## src/hdl/kag_pkg.sv

```systemverilog
// kag_pkg: shared types, constants and microcode encodings for the k-arrangement generator.
// Used by every module under hdl; depends on nothing else.
package kag_pkg;

	localparam int MAX_SET_DEF    = 16;
	localparam int VALUE_BITS_DEF = 8;

	localparam int IDX_W        = 5;
	localparam int PTR_W        = 5;
	localparam int POS_W        = 4;
	localparam int VAL_W        = 8;
	localparam int CFG_W        = 5;
	localparam int CFG_IDX_W    = 1;
	localparam int RESULT_LIMIT = 16;
	localparam int IA_AW        = $clog2(RESULT_LIMIT);
	localparam int PC_W         = 6;

	localparam logic [CFG_IDX_W-1:0] CFG_SET_SIZE   = 1'b0;
	localparam logic [CFG_IDX_W-1:0] CFG_PICK_COUNT = 1'b1;

	localparam logic [CFG_W-1:0] SET_SIZE_RST   = 5'd5;
	localparam logic [CFG_W-1:0] PICK_COUNT_RST = 5'd3;

	localparam logic [1:0] REQ_LOAD  = 2'd0;
	localparam logic [1:0] REQ_START = 2'd1;
	localparam logic [1:0] REQ_NEXT  = 2'd2;

	// pointer operations
	localparam logic [2:0] P_HOLD = 3'd0;
	localparam logic [2:0] P_ONE  = 3'd1;
	localparam logic [2:0] P_KM1  = 3'd2;
	localparam logic [2:0] P_K    = 3'd3;
	localparam logic [2:0] P_INC  = 3'd4;
	localparam logic [2:0] P_DEC  = 3'd5;

	localparam logic [2:0] Q_HOLD = 3'd0;
	localparam logic [2:0] Q_K    = 3'd1;
	localparam logic [2:0] Q_P1   = 3'd2;
	localparam logic [2:0] Q_INC  = 3'd3;
	localparam logic [2:0] Q_DEC  = 3'd4;

	// address selects
	localparam logic [1:0] SEL_P  = 2'd0;
	localparam logic [1:0] SEL_Q  = 2'd1;
	localparam logic [1:0] SEL_P1 = 2'd2;

	// write data selects
	localparam logic [1:0] WD_P      = 2'd0;
	localparam logic [1:0] WD_RA     = 2'd1;
	localparam logic [1:0] WD_RB     = 2'd2;
	localparam logic [1:0] WD_RA_INC = 2'd3;

	// branch conditions
	localparam logic [3:0] C_NEVER     = 4'd0;
	localparam logic [3:0] C_ALWAYS    = 4'd1;
	localparam logic [3:0] C_DISPATCH  = 4'd2;
	localparam logic [3:0] C_P_NE_K    = 4'd3;
	localparam logic [3:0] C_P_EQ_K    = 4'd4;
	localparam logic [3:0] C_DONE      = 4'd5;
	localparam logic [3:0] C_P_ZERO    = 4'd6;
	localparam logic [3:0] C_RA_LE_RB  = 4'd7;
	localparam logic [3:0] C_RA_LT_RB  = 4'd8;
	localparam logic [3:0] C_P_GE_Q    = 4'd9;
	localparam logic [3:0] C_RA_NE_LIM = 4'd10;
	localparam logic [3:0] C_Q_GT_K    = 4'd11;

	// control store addresses
	localparam logic [PC_W-1:0] PC_IDLE    = 6'd0;
	localparam logic [PC_W-1:0] PC_START   = 6'd1;
	localparam logic [PC_W-1:0] PC_FILL    = 6'd2;
	localparam logic [PC_W-1:0] PC_EMIT    = 6'd3;
	localparam logic [PC_W-1:0] PC_E_RD    = 6'd4;
	localparam logic [PC_W-1:0] PC_E_TBL   = 6'd5;
	localparam logic [PC_W-1:0] PC_E_OUT   = 6'd6;
	localparam logic [PC_W-1:0] PC_E_ADV   = 6'd7;
	localparam logic [PC_W-1:0] PC_EXH     = 6'd8;
	localparam logic [PC_W-1:0] PC_NEXT    = 6'd9;
	localparam logic [PC_W-1:0] PC_N_RD    = 6'd10;
	localparam logic [PC_W-1:0] PC_N_CMP   = 6'd11;
	localparam logic [PC_W-1:0] PC_N_DEC   = 6'd12;
	localparam logic [PC_W-1:0] PC_N_QK    = 6'd13;
	localparam logic [PC_W-1:0] PC_N_QRD   = 6'd14;
	localparam logic [PC_W-1:0] PC_N_QCMP  = 6'd15;
	localparam logic [PC_W-1:0] PC_N_SWP0  = 6'd16;
	localparam logic [PC_W-1:0] PC_N_SWP1  = 6'd17;
	localparam logic [PC_W-1:0] PC_R_RD    = 6'd18;
	localparam logic [PC_W-1:0] PC_R_WP    = 6'd19;
	localparam logic [PC_W-1:0] PC_R_WQ    = 6'd20;
	localparam logic [PC_W-1:0] PC_N_QDEC  = 6'd21;
	localparam logic [PC_W-1:0] PC_F_INIT  = 6'd22;
	localparam logic [PC_W-1:0] PC_F_RD    = 6'd23;
	localparam logic [PC_W-1:0] PC_F_WP    = 6'd24;
	localparam logic [PC_W-1:0] PC_F_WQ    = 6'd25;
	localparam logic [PC_W-1:0] PC_COMB    = 6'd26;
	localparam logic [PC_W-1:0] PC_C_RD    = 6'd27;
	localparam logic [PC_W-1:0] PC_C_CMP   = 6'd28;
	localparam logic [PC_W-1:0] PC_C_DEC   = 6'd29;
	localparam logic [PC_W-1:0] PC_C_BUMP  = 6'd30;
	localparam logic [PC_W-1:0] PC_C_CHK   = 6'd31;
	localparam logic [PC_W-1:0] PC_C_FILL  = 6'd32;

	typedef struct packed {
		logic [1:0]       req_type;
		logic [IDX_W-1:0] load_index;
		logic [VAL_W-1:0] load_value;
	} req_t;

	typedef struct packed {
		logic [POS_W-1:0] position;
		logic [IDX_W-1:0] element_index;
		logic [VAL_W-1:0] element_value;
		logic             last;
		logic             exhausted;
	} res_t;

	typedef struct packed {
		logic [2:0]      p_op;
		logic [2:0]      q_op;
		logic            rd_a_en;
		logic [1:0]      rd_a_sel;
		logic            rd_b_en;
		logic [1:0]      rd_b_sel;
		logic            ra_bump;
		logic            wr_en;
		logic [1:0]      wr_addr_sel;
		logic [1:0]      wr_data_sel;
		logic            tbl_rd;
		logic            run_load;
		logic            done_clr;
		logic            done_set;
		logic            out_load;
		logic            out_exh;
		logic            wait_out;
		logic [3:0]      cond;
		logic [PC_W-1:0] target;
	} ctrl_word_t;

	typedef struct packed {
		logic done;
		logic slot_free;
		logic p_eq_k;
		logic p_zero;
		logic ra_gt_rb;
		logic ra_lt_rb;
		logic p_ge_q;
		logic ra_eq_lim;
		logic q_gt_k;
	} dp_status_t;

	localparam ctrl_word_t CW_NOP = '0;

	function automatic logic [IA_AW-1:0] ptr_addr(input logic [PTR_W-1:0] ptr);
		logic [PTR_W-1:0] t;
		t = ptr - PTR_W'(1);
		return t[IA_AW-1:0];
	endfunction

endpackage

```

## src/hdl/kag_ucode_rom.sv

```systemverilog
// kag_ucode_rom: read-only control store, one control word per sequencer step.
// Depends on kag_pkg for the control word layout and step addresses.
module kag_ucode_rom (
	input  logic [kag_pkg::PC_W-1:0] pc,
	output kag_pkg::ctrl_word_t      cw
);
	import kag_pkg::*;

	always_comb begin
		cw = CW_NOP;
		case (pc)
			PC_IDLE: begin
				cw.cond = C_DISPATCH;
			end
			PC_START: begin
				cw.run_load = 1'b1;
				cw.done_clr = 1'b1;
				cw.p_op     = P_ONE;
			end
			PC_FILL: begin
				cw.wr_en       = 1'b1;
				cw.wr_addr_sel = SEL_P;
				cw.wr_data_sel = WD_P;
				cw.p_op        = P_INC;
				cw.cond        = C_P_NE_K;
				cw.target      = PC_FILL;
			end
			PC_EMIT: begin
				cw.p_op = P_ONE;
			end
			PC_E_RD: begin
				cw.rd_a_en  = 1'b1;
				cw.rd_a_sel = SEL_P;
			end
			PC_E_TBL: begin
				cw.tbl_rd = 1'b1;
			end
			PC_E_OUT: begin
				cw.wait_out = 1'b1;
				cw.out_load = 1'b1;
				cw.cond     = C_P_EQ_K;
				cw.target   = PC_IDLE;
			end
			PC_E_ADV: begin
				cw.p_op   = P_INC;
				cw.cond   = C_ALWAYS;
				cw.target = PC_E_RD;
			end
			PC_EXH: begin
				cw.wait_out = 1'b1;
				cw.out_load = 1'b1;
				cw.out_exh  = 1'b1;
				cw.done_set = 1'b1;
				cw.cond     = C_ALWAYS;
				cw.target   = PC_IDLE;
			end
			PC_NEXT: begin
				cw.p_op   = P_KM1;
				cw.cond   = C_DONE;
				cw.target = PC_EXH;
			end
			PC_N_RD: begin
				cw.rd_a_en  = 1'b1;
				cw.rd_a_sel = SEL_P;
				cw.rd_b_en  = 1'b1;
				cw.rd_b_sel = SEL_P1;
				cw.cond     = C_P_ZERO;
				cw.target   = PC_F_INIT;
			end
			PC_N_CMP: begin
				cw.cond   = C_RA_LE_RB;
				cw.target = PC_N_QK;
			end
			PC_N_DEC: begin
				cw.p_op   = P_DEC;
				cw.cond   = C_ALWAYS;
				cw.target = PC_N_RD;
			end
			PC_N_QK: begin
				cw.q_op = Q_K;
			end
			PC_N_QRD: begin
				cw.rd_a_en  = 1'b1;
				cw.rd_a_sel = SEL_Q;
				cw.rd_b_en  = 1'b1;
				cw.rd_b_sel = SEL_P;
			end
			PC_N_QCMP: begin
				cw.cond   = C_RA_LT_RB;
				cw.target = PC_N_QDEC;
			end
			PC_N_SWP0: begin
				cw.wr_en       = 1'b1;
				cw.wr_addr_sel = SEL_P;
				cw.wr_data_sel = WD_RA;
			end
			PC_N_SWP1: begin
				cw.wr_en       = 1'b1;
				cw.wr_addr_sel = SEL_Q;
				cw.wr_data_sel = WD_RB;
				cw.p_op        = P_INC;
				cw.q_op        = Q_K;
			end
			PC_R_RD: begin
				cw.rd_a_en  = 1'b1;
				cw.rd_a_sel = SEL_P;
				cw.rd_b_en  = 1'b1;
				cw.rd_b_sel = SEL_Q;
				cw.cond     = C_P_GE_Q;
				cw.target   = PC_EMIT;
			end
			PC_R_WP: begin
				cw.wr_en       = 1'b1;
				cw.wr_addr_sel = SEL_P;
				cw.wr_data_sel = WD_RB;
			end
			PC_R_WQ: begin
				cw.wr_en       = 1'b1;
				cw.wr_addr_sel = SEL_Q;
				cw.wr_data_sel = WD_RA;
				cw.p_op        = P_INC;
				cw.q_op        = Q_DEC;
				cw.cond        = C_ALWAYS;
				cw.target      = PC_R_RD;
			end
			PC_N_QDEC: begin
				cw.q_op   = Q_DEC;
				cw.cond   = C_ALWAYS;
				cw.target = PC_N_QRD;
			end
			PC_F_INIT: begin
				cw.p_op = P_ONE;
				cw.q_op = Q_K;
			end
			PC_F_RD: begin
				cw.rd_a_en  = 1'b1;
				cw.rd_a_sel = SEL_P;
				cw.rd_b_en  = 1'b1;
				cw.rd_b_sel = SEL_Q;
				cw.cond     = C_P_GE_Q;
				cw.target   = PC_COMB;
			end
			PC_F_WP: begin
				cw.wr_en       = 1'b1;
				cw.wr_addr_sel = SEL_P;
				cw.wr_data_sel = WD_RB;
			end
			PC_F_WQ: begin
				cw.wr_en       = 1'b1;
				cw.wr_addr_sel = SEL_Q;
				cw.wr_data_sel = WD_RA;
				cw.p_op        = P_INC;
				cw.q_op        = Q_DEC;
				cw.cond        = C_ALWAYS;
				cw.target      = PC_F_RD;
			end
			PC_COMB: begin
				cw.p_op = P_K;
			end
			PC_C_RD: begin
				cw.rd_a_en  = 1'b1;
				cw.rd_a_sel = SEL_P;
				cw.cond     = C_P_ZERO;
				cw.target   = PC_EXH;
			end
			PC_C_CMP: begin
				cw.cond   = C_RA_NE_LIM;
				cw.target = PC_C_BUMP;
			end
			PC_C_DEC: begin
				cw.p_op   = P_DEC;
				cw.cond   = C_ALWAYS;
				cw.target = PC_C_RD;
			end
			PC_C_BUMP: begin
				cw.wr_en       = 1'b1;
				cw.wr_addr_sel = SEL_P;
				cw.wr_data_sel = WD_RA_INC;
				cw.ra_bump     = 1'b1;
				cw.q_op        = Q_P1;
			end
			PC_C_CHK: begin
				cw.cond   = C_Q_GT_K;
				cw.target = PC_EMIT;
			end
			PC_C_FILL: begin
				cw.wr_en       = 1'b1;
				cw.wr_addr_sel = SEL_Q;
				cw.wr_data_sel = WD_RA_INC;
				cw.ra_bump     = 1'b1;
				cw.q_op        = Q_INC;
				cw.cond        = C_ALWAYS;
				cw.target      = PC_C_CHK;
			end
			default: begin
				cw.cond   = C_ALWAYS;
				cw.target = PC_IDLE;
			end
		endcase
	end

endmodule

```

## src/hdl/kag_sequencer.sv

```systemverilog
// kag_sequencer: step counter, branch evaluation and request dispatch.
// Depends on kag_pkg and kag_ucode_rom.
module kag_sequencer (
	input  logic                 clk,
	input  logic                 arst_n,
	input  logic                 req_valid,
	input  logic [1:0]           req_type,
	output logic                 req_ready,
	input  kag_pkg::dp_status_t  status,
	output kag_pkg::ctrl_word_t  cw,
	output logic                 go
);
	import kag_pkg::*;

	logic [PC_W-1:0] pc_q;
	logic [PC_W-1:0] pc_next;
	logic            taken;

	kag_ucode_rom u_rom (
		.pc (pc_q),
		.cw (cw)
	);

	assign go        = !(cw.wait_out && !status.slot_free);
	assign req_ready = (pc_q == PC_IDLE);

	always_comb begin
		case (cw.cond)
			C_NEVER:     taken = 1'b0;
			C_ALWAYS:    taken = 1'b1;
			C_P_NE_K:    taken = !status.p_eq_k;
			C_P_EQ_K:    taken = status.p_eq_k;
			C_DONE:      taken = status.done;
			C_P_ZERO:    taken = status.p_zero;
			C_RA_LE_RB:  taken = !status.ra_gt_rb;
			C_RA_LT_RB:  taken = status.ra_lt_rb;
			C_P_GE_Q:    taken = status.p_ge_q;
			C_RA_NE_LIM: taken = !status.ra_eq_lim;
			C_Q_GT_K:    taken = status.q_gt_k;
			default:     taken = 1'b0;
		endcase
	end

	always_comb begin
		pc_next = pc_q + PC_W'(1);
		if (!go) begin
			pc_next = pc_q;
		end else if (cw.cond == C_DISPATCH) begin
			pc_next = PC_IDLE;
			if (req_valid) begin
				case (req_type)
					REQ_START: pc_next = PC_START;
					REQ_NEXT:  pc_next = PC_NEXT;
					default:   pc_next = PC_IDLE;
				endcase
			end
		end else if (taken) begin
			pc_next = cw.target;
		end
	end

	always_ff @(posedge clk or negedge arst_n) begin
		if (!arst_n) begin
			pc_q <= PC_IDLE;
		end else begin
			pc_q <= pc_next;
		end
	end

endmodule

```

## src/hdl/kag_datapath.sv

```systemverilog
// kag_datapath: index memory, data table, pointers, configuration and result register.
// Driven by control words from kag_sequencer; depends on kag_pkg.
module kag_datapath #(
	parameter int MAX_SET    = kag_pkg::MAX_SET_DEF,
	parameter int VALUE_BITS = kag_pkg::VALUE_BITS_DEF
) (
	input  logic                            clk,
	input  logic                            arst_n,
	input  kag_pkg::ctrl_word_t             cw,
	input  logic                            go,
	input  logic                            req_fire,
	input  kag_pkg::req_t                   req_data,
	input  logic                            cfg_we,
	input  logic [kag_pkg::CFG_IDX_W-1:0]   cfg_index,
	input  logic [kag_pkg::CFG_W-1:0]       cfg_data,
	input  logic                            res_ready,
	output logic                            res_valid,
	output kag_pkg::res_t                   res_data,
	output kag_pkg::dp_status_t             status
);
	import kag_pkg::*;

	localparam int AW     = (MAX_SET > 1) ? $clog2(MAX_SET) : 1;
	localparam int EW     = (AW + 1 > IDX_W) ? AW + 1 : IDX_W;
	localparam int VB_EXT = (VALUE_BITS > VAL_W) ? VALUE_BITS : VAL_W;
	localparam int MAX_N_I = (MAX_SET > 31) ? 31 : MAX_SET;
	localparam logic [IDX_W-1:0] MAX_N     = IDX_W'(MAX_N_I);
	localparam logic [IDX_W-1:0] LIMIT_K   = IDX_W'(RESULT_LIMIT);
	localparam logic [EW-1:0]    MAX_SET_W = EW'(MAX_SET);

	logic [IDX_W-1:0]      ia_mem [RESULT_LIMIT];
	logic [VALUE_BITS-1:0] tbl_mem [MAX_SET];

	logic [CFG_W-1:0]      set_size_q;
	logic [CFG_W-1:0]      pick_count_q;
	logic [IDX_W-1:0]      run_n_q;
	logic [IDX_W-1:0]      run_k_q;
	logic                  done_q;
	logic [PTR_W-1:0]      p_q;
	logic [PTR_W-1:0]      q_q;
	logic [IDX_W-1:0]      ra_q;
	logic [IDX_W-1:0]      rb_q;
	logic [VALUE_BITS-1:0] tv_q;
	logic                  res_valid_q;
	res_t                  res_q;

	logic [IDX_W-1:0]  n_clamp;
	logic [IDX_W-1:0]  k_clamp;
	logic [PTR_W-1:0]  p_plus1;
	logic [PTR_W-1:0]  p_minus1;
	logic [IDX_W-1:0]  lim;
	logic [PTR_W-1:0]  rd_a_ptr;
	logic [PTR_W-1:0]  rd_b_ptr;
	logic [PTR_W-1:0]  wr_ptr;
	logic [IDX_W-1:0]  wr_val;
	logic [IDX_W-1:0]  ra_inc;
	logic [EW-1:0]     li_w;
	logic [EW-1:0]     li_m1;
	logic [EW-1:0]     ra_m1;
	logic              load_ok;
	logic [VB_EXT-1:0] lv_ext;
	logic [VB_EXT-1:0] tv_ext;
	logic              slot_free;

	function automatic logic [PTR_W-1:0] pick_ptr(input logic [1:0] sel,
		input logic [PTR_W-1:0] p, input logic [PTR_W-1:0] q,
		input logic [PTR_W-1:0] p1);
		case (sel)
			SEL_P:   return p;
			SEL_Q:   return q;
			SEL_P1:  return p1;
			default: return p;
		endcase
	endfunction

	always_comb begin
		if (set_size_q == '0) begin
			n_clamp = IDX_W'(1);
		end else if (set_size_q > MAX_N) begin
			n_clamp = MAX_N;
		end else begin
			n_clamp = set_size_q;
		end
		if (pick_count_q == '0) begin
			k_clamp = IDX_W'(1);
		end else if (pick_count_q > n_clamp) begin
			k_clamp = n_clamp;
		end else begin
			k_clamp = pick_count_q;
		end
		if (k_clamp > LIMIT_K) begin
			k_clamp = LIMIT_K;
		end
	end

	assign p_plus1  = p_q + PTR_W'(1);
	assign p_minus1 = p_q - PTR_W'(1);
	assign lim      = run_n_q - run_k_q + p_q;
	assign ra_inc   = ra_q + IDX_W'(1);
	assign rd_a_ptr = pick_ptr(cw.rd_a_sel, p_q, q_q, p_plus1);
	assign rd_b_ptr = pick_ptr(cw.rd_b_sel, p_q, q_q, p_plus1);
	assign wr_ptr   = pick_ptr(cw.wr_addr_sel, p_q, q_q, p_plus1);

	always_comb begin
		case (cw.wr_data_sel)
			WD_P:      wr_val = p_q;
			WD_RA:     wr_val = ra_q;
			WD_RB:     wr_val = rb_q;
			WD_RA_INC: wr_val = ra_inc;
			default:   wr_val = p_q;
		endcase
	end

	assign li_w    = EW'(req_data.load_index);
	assign li_m1   = li_w - EW'(1);
	assign ra_m1   = EW'(ra_q) - EW'(1);
	assign load_ok = (li_w != '0) && (li_w <= MAX_SET_W);
	assign lv_ext  = VB_EXT'(req_data.load_value);
	assign tv_ext  = VB_EXT'(tv_q);

	assign slot_free = !res_valid_q || res_ready;

	// configuration
	always_ff @(posedge clk or negedge arst_n) begin
		if (!arst_n) begin
			set_size_q   <= SET_SIZE_RST;
			pick_count_q <= PICK_COUNT_RST;
		end else if (cfg_we) begin
			case (cfg_index)
				CFG_SET_SIZE:   set_size_q   <= cfg_data;
				CFG_PICK_COUNT: pick_count_q <= cfg_data;
				default:        set_size_q   <= set_size_q;
			endcase
		end
	end

	// run control and pointers
	always_ff @(posedge clk or negedge arst_n) begin
		if (!arst_n) begin
			run_n_q <= IDX_W'(1);
			run_k_q <= IDX_W'(1);
			done_q  <= 1'b1;
			p_q     <= '0;
			q_q     <= '0;
		end else if (go) begin
			if (cw.run_load) begin
				run_n_q <= n_clamp;
				run_k_q <= k_clamp;
			end
			if (cw.done_clr) begin
				done_q <= 1'b0;
			end else if (cw.done_set) begin
				done_q <= 1'b1;
			end
			case (cw.p_op)
				P_ONE:   p_q <= PTR_W'(1);
				P_KM1:   p_q <= run_k_q - PTR_W'(1);
				P_K:     p_q <= run_k_q;
				P_INC:   p_q <= p_plus1;
				P_DEC:   p_q <= p_minus1;
				default: p_q <= p_q;
			endcase
			case (cw.q_op)
				Q_K:     q_q <= run_k_q;
				Q_P1:    q_q <= p_plus1;
				Q_INC:   q_q <= q_q + PTR_W'(1);
				Q_DEC:   q_q <= q_q - PTR_W'(1);
				default: q_q <= q_q;
			endcase
		end
	end

	// index memory: two registered read ports, one write port
	always_ff @(posedge clk) begin
		if (go && cw.wr_en) begin
			ia_mem[ptr_addr(wr_ptr)] <= wr_val;
		end
		if (go && cw.rd_a_en) begin
			ra_q <= ia_mem[ptr_addr(rd_a_ptr)];
		end else if (go && cw.ra_bump) begin
			ra_q <= ra_inc;
		end
		if (go && cw.rd_b_en) begin
			rb_q <= ia_mem[ptr_addr(rd_b_ptr)];
		end
	end

	// data table
	always_ff @(posedge clk) begin
		if (req_fire && (req_data.req_type == REQ_LOAD) && load_ok) begin
			tbl_mem[li_m1[AW-1:0]] <= lv_ext[VALUE_BITS-1:0];
		end
		if (go && cw.tbl_rd) begin
			tv_q <= tbl_mem[ra_m1[AW-1:0]];
		end
	end

	// result register
	always_ff @(posedge clk or negedge arst_n) begin
		if (!arst_n) begin
			res_valid_q <= 1'b0;
		end else if (go && cw.out_load) begin
			res_valid_q <= 1'b1;
		end else if (res_ready) begin
			res_valid_q <= 1'b0;
		end
	end

	always_ff @(posedge clk) begin
		if (go && cw.out_load) begin
			if (cw.out_exh) begin
				res_q <= '{position: '0, element_index: '0, element_value: '0,
					last: 1'b1, exhausted: 1'b1};
			end else begin
				res_q <= '{position: p_minus1[POS_W-1:0], element_index: ra_q,
					element_value: tv_ext[VAL_W-1:0], last: (p_q == run_k_q),
					exhausted: 1'b0};
			end
		end
	end

	assign res_valid = res_valid_q;
	assign res_data  = res_q;

	assign status = '{
		done:      done_q,
		slot_free: slot_free,
		p_eq_k:    (p_q == run_k_q),
		p_zero:    (p_q == '0),
		ra_gt_rb:  (ra_q > rb_q),
		ra_lt_rb:  (ra_q < rb_q),
		p_ge_q:    (p_q >= q_q),
		ra_eq_lim: (ra_q == lim),
		q_gt_k:    (q_q > run_k_q)
	};

	a_ptr_bound: assert property (@(posedge clk) disable iff (!arst_n)
		p_q <= PTR_W'(RESULT_LIMIT + 1))
		else $error("index pointer beyond arrangement length");

	a_wr_range: assert property (@(posedge clk) disable iff (!arst_n)
		(go && cw.wr_en) |-> ((wr_ptr != '0) && (wr_ptr <= run_k_q)))
		else $error("index memory write outside active positions");

	a_no_sel_when_done: assert property (@(posedge clk) disable iff (!arst_n)
		(go && cw.out_load && !cw.out_exh) |-> !done_q)
		else $error("selection emitted after enumeration ended");

endmodule

```

## src/hdl/k_arrangement_generator.sv

```systemverilog
// k_arrangement_generator: one request at a time; one control word per cycle, stalled while
// a result is due and the last is not yet taken. A start fills the index memory and emits
// the first arrangement. A next runs the pivot scan, the reverse and the combination refill
// over the single index memory write port; a next that ends the run gives the exhausted
// result. Reset clears control state, sets the exhausted flag, set_size 5 and pick_count 3;
// index memory and data table are not cleared.
module k_arrangement_generator #(
	parameter int MAX_SET    = kag_pkg::MAX_SET_DEF,
	parameter int VALUE_BITS = kag_pkg::VALUE_BITS_DEF
) (
	input  logic                          clk,
	input  logic                          arst_n,
	input  logic                          req_valid,
	output logic                          req_ready,
	input  kag_pkg::req_t                 req_data,
	output logic                          res_valid,
	input  logic                          res_ready,
	output kag_pkg::res_t                 res_data,
	input  logic                          cfg_we,
	input  logic [kag_pkg::CFG_IDX_W-1:0] cfg_index,
	input  logic [kag_pkg::CFG_W-1:0]     cfg_data
);
	import kag_pkg::*;

	ctrl_word_t cw;
	dp_status_t status;
	logic       go;
	logic       req_fire;

	assign req_fire = req_valid && req_ready;

	kag_sequencer u_seq (
		.clk       (clk),
		.arst_n    (arst_n),
		.req_valid (req_valid),
		.req_type  (req_data.req_type),
		.req_ready (req_ready),
		.status    (status),
		.cw        (cw),
		.go        (go)
	);

	kag_datapath #(
		.MAX_SET    (MAX_SET),
		.VALUE_BITS (VALUE_BITS)
	) u_dp (
		.clk       (clk),
		.arst_n    (arst_n),
		.cw        (cw),
		.go        (go),
		.req_fire  (req_fire),
		.req_data  (req_data),
		.cfg_we    (cfg_we),
		.cfg_index (cfg_index),
		.cfg_data  (cfg_data),
		.res_ready (res_ready),
		.res_valid (res_valid),
		.res_data  (res_data),
		.status    (status)
	);

endmodule

```

## config.mk

```make
export PLATFORM = sky130hd
export DESIGN_NAME = k_arrangement_generator
export DESIGN_NICKNAME = d
export VERILOG_FILES = /design/src/hdl/kag_pkg.sv /design/src/hdl/kag_ucode_rom.sv /design/src/hdl/kag_sequencer.sv /design/src/hdl/kag_datapath.sv /design/src/hdl/k_arrangement_generator.sv
export SDC_FILE = /design/constraint.sdc
export NUM_CORES = 1
export LEC_CHECK = 0
export BUFFER_PORTS_ARGS = -buffer_cell sky130_fd_sc_hd__buf_2
export CAP_MARGIN = 20
export CORE_MARGIN = 5
export CORE_UTILIZATION = 47
export DETAILED_ROUTE_END_ITERATION = 12
export GPL_TIMING_DRIVEN = 0
export PLACE_DENSITY = 0.69
export SYNTH_ARGS = -nofsm -noshare
export SYNTH_HDL_FRONTEND = slang
export SYNTH_SLANG_ARGS = --single-unit
```

## constraint.sdc

```tcl
create_clock -name clk -period 4.51 [get_ports clk]
set_input_delay 0.451 -clock clk [delete_from_list [all_inputs] [get_ports clk]]
set_output_delay 0.451 -clock clk [all_outputs]
set_load 0.05 [all_outputs]
```

## Word-level counts from Yosys, hierarchy flattened

Memory sizes are Yosys's and may differ from the RTL's. A register that Yosys moved wholly into a read port is not among the register bits.
Index checks and enable logic that the tools add are counted.

- Mux-type cells: 39
- Bitwise gates (word level): 2
- Order comparisons: 8
- Reduce and logical (&&, ||, !) cells: 51
- $add $sub $neg: 14
- Equality and inequality tests: 65

Operators with widths:

| operator | count |
|---|---|
| 6-bit by 5-bit == test with 1-bit output (second input constant) | 16 |
| 5-bit one-hot mux with 15 select lines | 1 |
| 6-bit by 4-bit == test with 1-bit output (second input constant) | 8 |
| 4-bit one-hot mux with 11 select lines | 1 |
| 5-bit one-hot mux with 4 select lines | 2 |
| 5-bit two-way mux | 7 |
| 5-bit one-hot mux with 7 select lines | 1 |
| 4-bit one-hot mux with 2 select lines | 4 |
| 5-bit one-hot mux with 5 select lines | 1 |
| 6-bit by 3-bit == test with 1-bit output (second input constant) | 4 |
| 4-bit by 1-bit subtractor with 4-bit output (second input constant) | 5 |
| 6-bit two-way mux | 3 |
| 2-bit OR reduction | 9 |
| 4-bit by 3-bit == test with 1-bit output (second input constant) | 4 |
| 4-bit == test (second input constant) | 4 |
| 5-bit by 1-bit adder with 5-bit output (second input constant) | 3 |
| 5-bit > comparator | 3 |
| 5-bit zero test | 3 |
| 3-bit one-hot mux with 5 select lines | 1 |
| 5-bit by 1-bit subtractor with 5-bit output (second input constant) | 3 |
| 1-bit two-way mux | 13 |
| 13-bit OR reduction | 1 |
| 2-bit == test (second input constant) | 6 |
| 3-bit by 2-bit == test with 1-bit output (second input constant) | 4 |
| 33 further kinds | 72 |

- Logic and storage cells: 196
- Flip-flop bits (word level): 62
- Memories kept: 2
- Bits in writable memories: 208
- Output and inout port bits: 21
- Input port bits: 26

Memory list:

| memory | depth | width | read ports | clocked after memory_dff | write ports | RTL line | source |
|---|---|---|---|---|---|---|---|
| u_dp.tbl_mem | 16 | 8 | 1 | 1 | 1 | kag_datapath.sv:32 | `logic [VALUE_BITS-1:0] tbl_mem [MAX_SET];` |
| u_dp.ia_mem | 16 | 5 | 2 | 1 | 1 | kag_datapath.sv:31 | `logic [IDX_W-1:0] ia_mem [RESULT_LIMIT];` |

## Longest topological paths before layout

Gate-level depths: netlist of run 1.

- Depth in word-level cells: 8
- Gate-level depth with buffers: 16
- Depth with buffers taken out: 15

## Cells and area by module

A second synthesis of run 1 with hierarchy kept.

- Cells, all modules: 1,218
- Area total of the unflattened synthesis: 15,474.8 um^2

Modules (own cells, without submodules):

| module | cells each | area an instance (um^2) | instances |
|---|---|---|---|
| kag_datapath | 954 | 13,646.8 | 1 |
| kag_ucode_rom | 172 | 1,066.0 | 1 |
| kag_sequencer | 91 | 755.7 | 1 |
| k_arrangement_generator | 1 | 6.3 | 1 |

## Least setup slack after synthesis of run 1

Ideal clock, no wire load.

- Kind: register to register
- Start: register u_seq.pc_q[0]
- End: register u_dp.rb_q[0], read port of u_dp.ia_mem, data pin
- Library setup time: 272 ps
- Cell stages (with the launch flop): 14
- Data arrival time: 3,429 ps
- Required time: 4,238 ps
- Path buffers: 3
- Setup slack: 809 ps
- Cell sequence: dfrtp_1 -> inv_1 -> ha_1 -> buf_2 -> mux2i_1 -> nor3_1 -> ha_1 -> clkbuf_1 -> a21oi_1 -> inv_1 -> ha_1 -> clkbuf_1 -> mux4_2 -> mux4_2

- Cells in the longest elaborated chain, start to end: 6
- Elaborated cells on any way between the ends: 17
- Classes of those cells: 1 x add/sub; 8 x eq/ne; 3 x mux; 5 x reduce/logical

RTL lines:

| element | RTL line | source |
|---|---|---|
| start: declaration | kag_sequencer.sv:15 | `logic [PC_W-1:0] pc_q;` |
| start signal: assignment | kag_sequencer.sv:66 | `pc_q <= pc_next;` |
| 6-bit by 5-bit == test with 1-bit output, or another cell as far along | kag_ucode_rom.sv:11 | `case (pc)` |
| 2-bit OR reduction (no line) | n/a |  |
| 3-bit one-hot mux with 3 select lines or 1-bit two-way mux (tied branches) | kag_ucode_rom.sv:11 |  |
| 2-bit == test, or another cell as far along | kag_datapath.sv:68 | `case (sel)` |
| 4-bit one-hot mux with 2 select lines or 1-bit zero test (tied branches) | kag_datapath.sv:68, kag_sequencer.sv:24 |  |
| 4-bit by 1-bit subtractor with 4-bit output or 1-bit logical AND (tied branches) | kag_pkg.sv:154, kag_datapath.sv:183 |  |
| end: declaration | kag_datapath.sv:42 | `logic [IDX_W-1:0] rb_q;` |

Parallel ways exist; a longest one is shown, timed or not.
A chain may end at the register's enable or synchronous reset.

## Worst setup path in the final report of run 1

- Start: register u_seq.pc_q[0]
- End: register u_dp.rb_q[4], read port of u_dp.ia_mem, data pin

The elaborated chain is that of the path after synthesis.

==> results of run 1 <==
-- sequential cells by signal, indices dropped and copies added, names as in the netlist --
name and count:
u_dp.res_valid 1, u_dp.set_size_q 5, u_dp.run_k_q 5, u_dp.q_q 5, u_dp.pick_count_q 5, u_dp.run_n_q 5
u_dp.ia_mem 80, u_dp.tbl_mem 128, u_seq.pc_q 6, u_dp.rb_q 5, u_dp.p_q 5, u_dp.tv_ext 8
u_dp.res_data 19, u_dp.ra_q 5, u_dp.done_q 1
-- worst max-delay path, delay by kind of cell, from the launching register on --
kind | cells | cell delay (ns)
buffers and inverters | 5 | 1.07
multiplexers | 3 | 1.05
flip-flops | 1 | 0.43
adder cells (fa/ha/maj) | 3 | 0.83
AND/OR/NAND/NOR | 1 | 0.27
AO/OA/AOI/OAI | 2 | 0.36
-- how the worst max path moves through the flow --
stage | startpoint | endpoint | slack [ns] | cells past startpoint
final | u_seq.pc_q[0] | u_dp.rb_q[4] | 0.21 | 14
after global routing | u_dp.ra_q[0] | u_dp.ia_mem[0][1] | 0.02 | 9
after CTS | u_seq.pc_q[0] | u_dp.rb_q[4] | 0.15 | 14
after detailed placement | u_seq.pc_q[0] | u_dp.rb_q[4] | -0.22 | 13
after global placement | u_seq.pc_q[0] | u_dp.rb_q[0] | -0.22 | 13
after floorplan | u_seq.pc_q[0] | u_dp.rb_q[0] | 0.81 | 13
-- layer usage --
layer  vias to the layer above  track usage, %  part of all wire (%)
met1                      4712            29.1                    42
met5                         -               0                     0
met4                         0            5.30                   2.5
met3                        54            3.06                   7.0
met2                       391            32.6                    48
li1                       4219               -                     -
-- cell type report --
class,count,area [um2]
well taps,396,495
plain buffers,50,229
clock buffers,40,808
repair buffers,56,314
flip-flops and latches,283,8320
multi-input cells,647,5930
inverters,53,199
fillers,2502,14200
clock inverters,16,176
-- stage by stage --
step | std cells | hold slack (ns) | worst slack, ns | power, mW | utilization, %
floorplan | 1033 | 0.155 | 0.809 | 8.67 | -
global placement | 1475 | 0.469 | -0.216 | 10.4 | 50.1
detailed placement | 1485 | 0.481 | -0.224 | 10.6 | 50.4
CTS | 1541 | 0.0481 | 0.146 | 13.0 | 53.7
global route | 1541 | 0.0961 | 0.0199 | 13.8 | 53.7
finish | 1541 | 0.0218 | 0.209 | 13.0 | 53.7
-- what timing repair did --
item,in CTS,in global routing
resized for setup,3,1
buffers inserted,0,0
endpoints found under the hold margin,0,0
setup endpoints to repair,5,5
hold buffers,0,0
-- synthesized netlist by cell type, drive strengths merged (11+ instances only) --
cell type | instances | area, um2
nand3 | 27 | 148
inv | 52 | 195
xor2 | 11 | 104
nand2 | 47 | 176
nor2 | 69 | 262
buf | 24 | 129
o21ai | 31 | 155
nand2b | 15 | 93.8
mux2i | 13 | 146
clkbuf | 26 | 97.6
a21oi | 51 | 259
mux2 | 13 | 146
mux4 | 90 | 2030
xnor2 | 28 | 245
edfxtp | 245 | 7360
nor2b | 27 | 169
nor3 | 25 | 130
dfrtp | 31 | 776
ha | 46 | 576
-- power by group --
part	switching (mW)	leakage [nW]	internal [mW]	total, mW
logic	3.87	2.64	2.90	6.78
clock network	1.01	0.481	1.43	2.44
registers	0.267	2.68	3.52	3.79
total	5.15	5.80	7.85	13.0
-- kinds of logic (layout without fill, tap and decap cells) --
family | count (synthesis) | in the layout
AND/OR/NAND/NOR | 257 | 257
adder cells (fa/ha/maj) | 51 | 51
AO/OA/AOI/OAI | 183 | 183
flip-flops | 283 | 283
buffers and inverters | 103 | 215
multiplexers | 116 | 116
XOR/XNOR | 40 | 40
==> results.json, run 1 <==
{
  "final_cell_mix": "245 x edfxtp_1, 90 x mux4_2, 68 x nor2_1, 63 x buf_2, 50 x a21oi_1",
  "status": "finished clean",
  "leakage_nw": 5.80,
  "worstRegToRegCells": 14,
  "netlist_area_um2": 14700,
  "synthArstFlopShare_pct": 13.4,
  "required_ns": 4.80,
  "hold_violations": 0,
  "clock_latency_ns": 0.57,
  "power.density_nw_per_um2": 790,
  "critPathArrivalTime_ns": 4.59,
  "h-tree-depth": 1,
  "hpwl_um": 25800,
  "startpoint_type": "flip-flop",
  "synth_edf_count": 245,
  "setup_viol": 0,
  "num_rows": 64,
  "grt_max_degree": 39,
  "core_um2": 30700,
  "drtAntennaViolNets": 0,
  "dr.pass1.iters": 6,
  "io_pins": 47,
  "cp_max_fo": 10,
  "syn_inst": 1033,
  "yosysUniqueCellTypes": 80,
  "synthAdderAreaFrac_pct": 4.61,
  "cts_tree": "built",
  "gp_congestion": 0.937,
  "hold_class": "input port to async pin",
  "rrSetupSlack_ns": 0.21,
  "synth_mux_area_share_pct": 15.8,
  "start_util_pct": 47.8,
  "die_h_um": 187,
  "worstReg2RegEnd": "u_dp.rb_q[4]",
  "area.growth.synth_to_final_pct": 12.4,
  "drc_errors": 0,
  "layout.nets": 1198,
  "synth-xor-area-share_pct": 2.54,
  "synth-seq-area-share_pct": 56.8,
  "grt_pass1_wl_um": 56100,
  "grt_pass1_vias": 9426,
  "ys_ff_latch": 283,
  "fin_crit_sh_pct": 95.4,
  "yosys.area_share.simple_pct": 8.91,
  "synth_compound_area_share_pct": 8.45,
  "fin_area_um2": 16500,
  "drtIter0Drc": 756,
  "rsz0062_at_grt": "false",
  "max_cap_violations": 0,
  "setup_tns_ns": 0,
  "cts_sinks": 283,
  "antenna_found_initial": 0,
  "wire_per_inst_um": 23.1,
  "fin_skew_ns": 0.0193,
  "placed_area_um2": 15500,
  "ys.flop_type": "edfxtp_1",
  "slowest_stage": "mux4_2",
  "synth_nets": 1110,
  "dieWidth_um": 187,
  "slew_violations": 0,
  "yosysWarnings": 0,
  "tightest_slew_ns": 1.10,
  "r2r_start": "u_seq.pc_q[0]",
  "max_stage_delay_ns": 0.48,
  "ir_drop_mv": 0.349,
  "dieArea_um2": 34800,
  "cts_buffer_depth": 3,
  "diodes": 0,
  "slew_headroom_pct": 26.1,
  "io_buffers": 46,
  "worstSetupPathType": "flip-flop to flip-flop",
  "synth_top_family_by_area": "multiplexers",
  "cts_buffers": 30,
  "timing.final.crit_period_ns": 4.30,
  "final_common_cell": "edfxtp_1",
  "fmax_mhz": 233,
  "vias": 9376,
  "crit_path_cell_trace": "inv_1, ha_2, buf_2, mux2i_1, nor3_2, ha_1, clkbuf_1, a221oi_1, a21oi_1, inv_1, ha_1, clkbuf_2, mux4_2, mux4_2",
  "grt.total_usage_pct": 20.2,
  "viasPerCell": 6.08,
  "avgSynthCellArea_um2": 14.2,
  "finalWirelength_um": 35600,
  "crit_path_end_kind": "flip-flop",
  "clockRootBuffer": "clkbuf_16",
  "drive_gt1_share_pct": 21.9,
  "overflow": 0,
  "clk_pin_slew_ns": 0.06
}
Power figures use the tool's default switching activity.
==> run 2, diff against run 1 <==
GPL_TIMING_DRIVEN = default   (was 0)
HOLD_SLACK_MARGIN = 0.12   (was default)
==> run 2 against run 1 <==
Net effect:
- final cell count is 1.9% lower
- worst setup slack better by 0.082 ns
- first-iteration DRC count grew 33%
- fmax grew 2.0%
- clock power barely moved
- highest routed layer unchanged
==> results.json, run 2 (synthesis results as in run 1) <==
{
  "slew_headroom_pct": 29.0,
  "clock_latency_ns": 0.56,
  "worst_hold_slack_ns": 0.153,
  "slew_violations": 0,
  "tightest_slew_ns": 1.05,
  "ir_drop_mv": 0.373,
  "antenna_found_initial": 0,
  "grt_pass1_wl_um": 54300,
  "start_util_pct": 47.8,
  "grt.total_usage_pct": 19.5,
  "fin_skew_ns": 0.0112,
  "worstSetupPathType": "flip-flop to flip-flop",
  "viasPerCell": 6.17,
  "largest_register_ffs": 128,
  "die_h_um": 187,
  "crit_path_end_kind": "flip-flop",
  "startpoint_type": "flip-flop",
  "clk_pin_slew_ns": 0.06,
  "drc_errors": 0,
  "hold_class": "input port to flip-flop",
  "gp_congestion": 0.965,
  "cts_tree": "built",
  "cts_buffers": 29,
  "dieArea_um2": 34800,
  "cts_buffer_depth": 3,
  "drtAntennaViolNets": 0,
  "rsz0062_at_grt": "false",
  "area.growth.synth_to_final_pct": 12.0,
  "max_cap_violations": 0,
  "hold_violations": 0,
  "setup_tns_ns": 0,
  "power.density_nw_per_um2": 785,
  "drtIter0Drc": 1009,
  "leakage_nw": 5.79,
  "max_stage_delay_ns": 0.68,
  "multi_input_area_um2": 5930,
  "timing.final.crit_period_ns": 4.22,
  "cp_max_fo": 20,
  "ff_latch_area_um2": 8320,
  "final_cell_mix": "245 x edfxtp_1, 90 x mux4_2, 68 x nor2_1, 49 x inv_1, 49 x a21oi_1",
  "final_common_cell": "edfxtp_1",
  "drive_gt1_share_pct": 22.8,
  "postCtsSetupBuffers": 0,
  "core_um2": 30700,
  "fmax_mhz": 237,
  "setup_viol": 0,
  "diodes": 0,
  "dr.pass1.iters": 5,
  "required_ns": 4.81,
  "cts_sinks": 283,
  "finalWirelength_um": 34800,
  "fill_cells": 2465,
  "fin_crit_sh_pct": 93.5,
  "status": "finished clean",
  "slowest_stage": "ha_1",
  "critPathTopFamily": "adder cells",
  "overflow": 0,
  "vias": 9333,
  "h-tree-depth": 1,
  "layout.nets": 1170,
  "cp_num_buf_inv": 3,
  "clockRootBuffer": "clkbuf_16",
  "critPathArrivalTime_ns": 4.52,
  "grt_pass1_vias": 9384,
  "hpwl_um": 24300,
  "dieWidth_um": 187,
  "crit_path_cell_trace": "inv_1, ha_1, mux2i_1, nor3_1, inv_1, ha_1, a221oi_1, a21oi_4, inv_1, ha_1, mux4_2, mux4_2",
  "wire_per_inst_um": 23.0,
  "grt_max_degree": 39,
  "io_buffers": 46,
  "io_pins": 47,
  "num_rows": 64
}
[run 2: final timing paths]
check,from,endpoint,slack [ns],cells past startpoint
min in group asynchronous,arst_n,u_seq.pc_q[4],0.55,2
worst max-delay path,u_seq.pc_q[0],u_dp.rb_q[2],0.29,12
worst min-delay path,cfg_data[2],u_dp.set_size_q[2],0.15,2
worst min register to register,u_dp.run_n_q[1],u_dp.run_n_q[1],0.48,2
max in group asynchronous,arst_n,u_dp.run_n_q[2],3.39,2
worst max register to register,u_seq.pc_q[0],u_dp.rb_q[2],0.29,12
[run 2: area by class of cell]
type,count,area share (%)
Clock buffer,32,4.49
Clock inverter,22,1.56
Inverter,53,1.21
Multi-Input combinational cell,647,36.1
Sequential cell,283,50.7
Tap cell,396,3.02
Timing Repair Buffer,79,2.96
[run 2: worst reg2reg max path: stages (launching register included)]
cell and delay [ns]:
dfrtp_1 0.41, inv_1 0.14, ha_1 0.19, mux2i_1 0.13, nor3_1 0.45, inv_1 0.18
ha_1 0.30, a221oi_1 0.46, a21oi_4 0.05, inv_1 0.09, ha_1 0.68, mux4_2 0.43
mux4_2 0.48
[run 2: power breakdown]
part | switching [mW] | internal, mW | total (mW) | leakage, nW
Sequential | 0.331 | 3.52 | 3.85 | 2.68
Clock | 1.00 | 1.47 | 2.47 | 0.482
Combinational | 3.67 | 2.89 | 6.56 | 2.62
Total | 5.01 | 7.88 | 12.9 | 5.79
[run 2: per-layer routing]
layer	wire length, um	share of wire [%]	up-vias	GRT usage (%)
li1	-	-	4154	-
met1	14600	42	4721	27.4
met2	16800	48	384	32.1
met3	2220	6.4	74	2.88
met4	1190	3.4	0	5.80
met5	0	0	-	0
[run 2: timing repair]
item                                   CTS  global route
hold buffers                             3             0
endpoints found under the hold margin   33             0
resized for setup                        0             0
[run 2: stage by stage]
stage | utilization [%] | instances | power (mW) | setup slack [ns] | area, um2
2_1_floorplan | - | 1033 | 8.67 | 0.809 | 14700
3_3_place_gp | 50.2 | 1455 | 10.3 | 0.467 | 15400
3_5_place_dp | 50.2 | 1455 | 10.4 | 0.356 | 15400
4_1_cts | 53.5 | 1512 | 12.9 | 0.325 | 16400
5_1_grt | 53.5 | 1512 | 13.6 | 0.00576 | 16400
6_report | 53.5 | 1512 | 12.9 | 0.292 | 16400
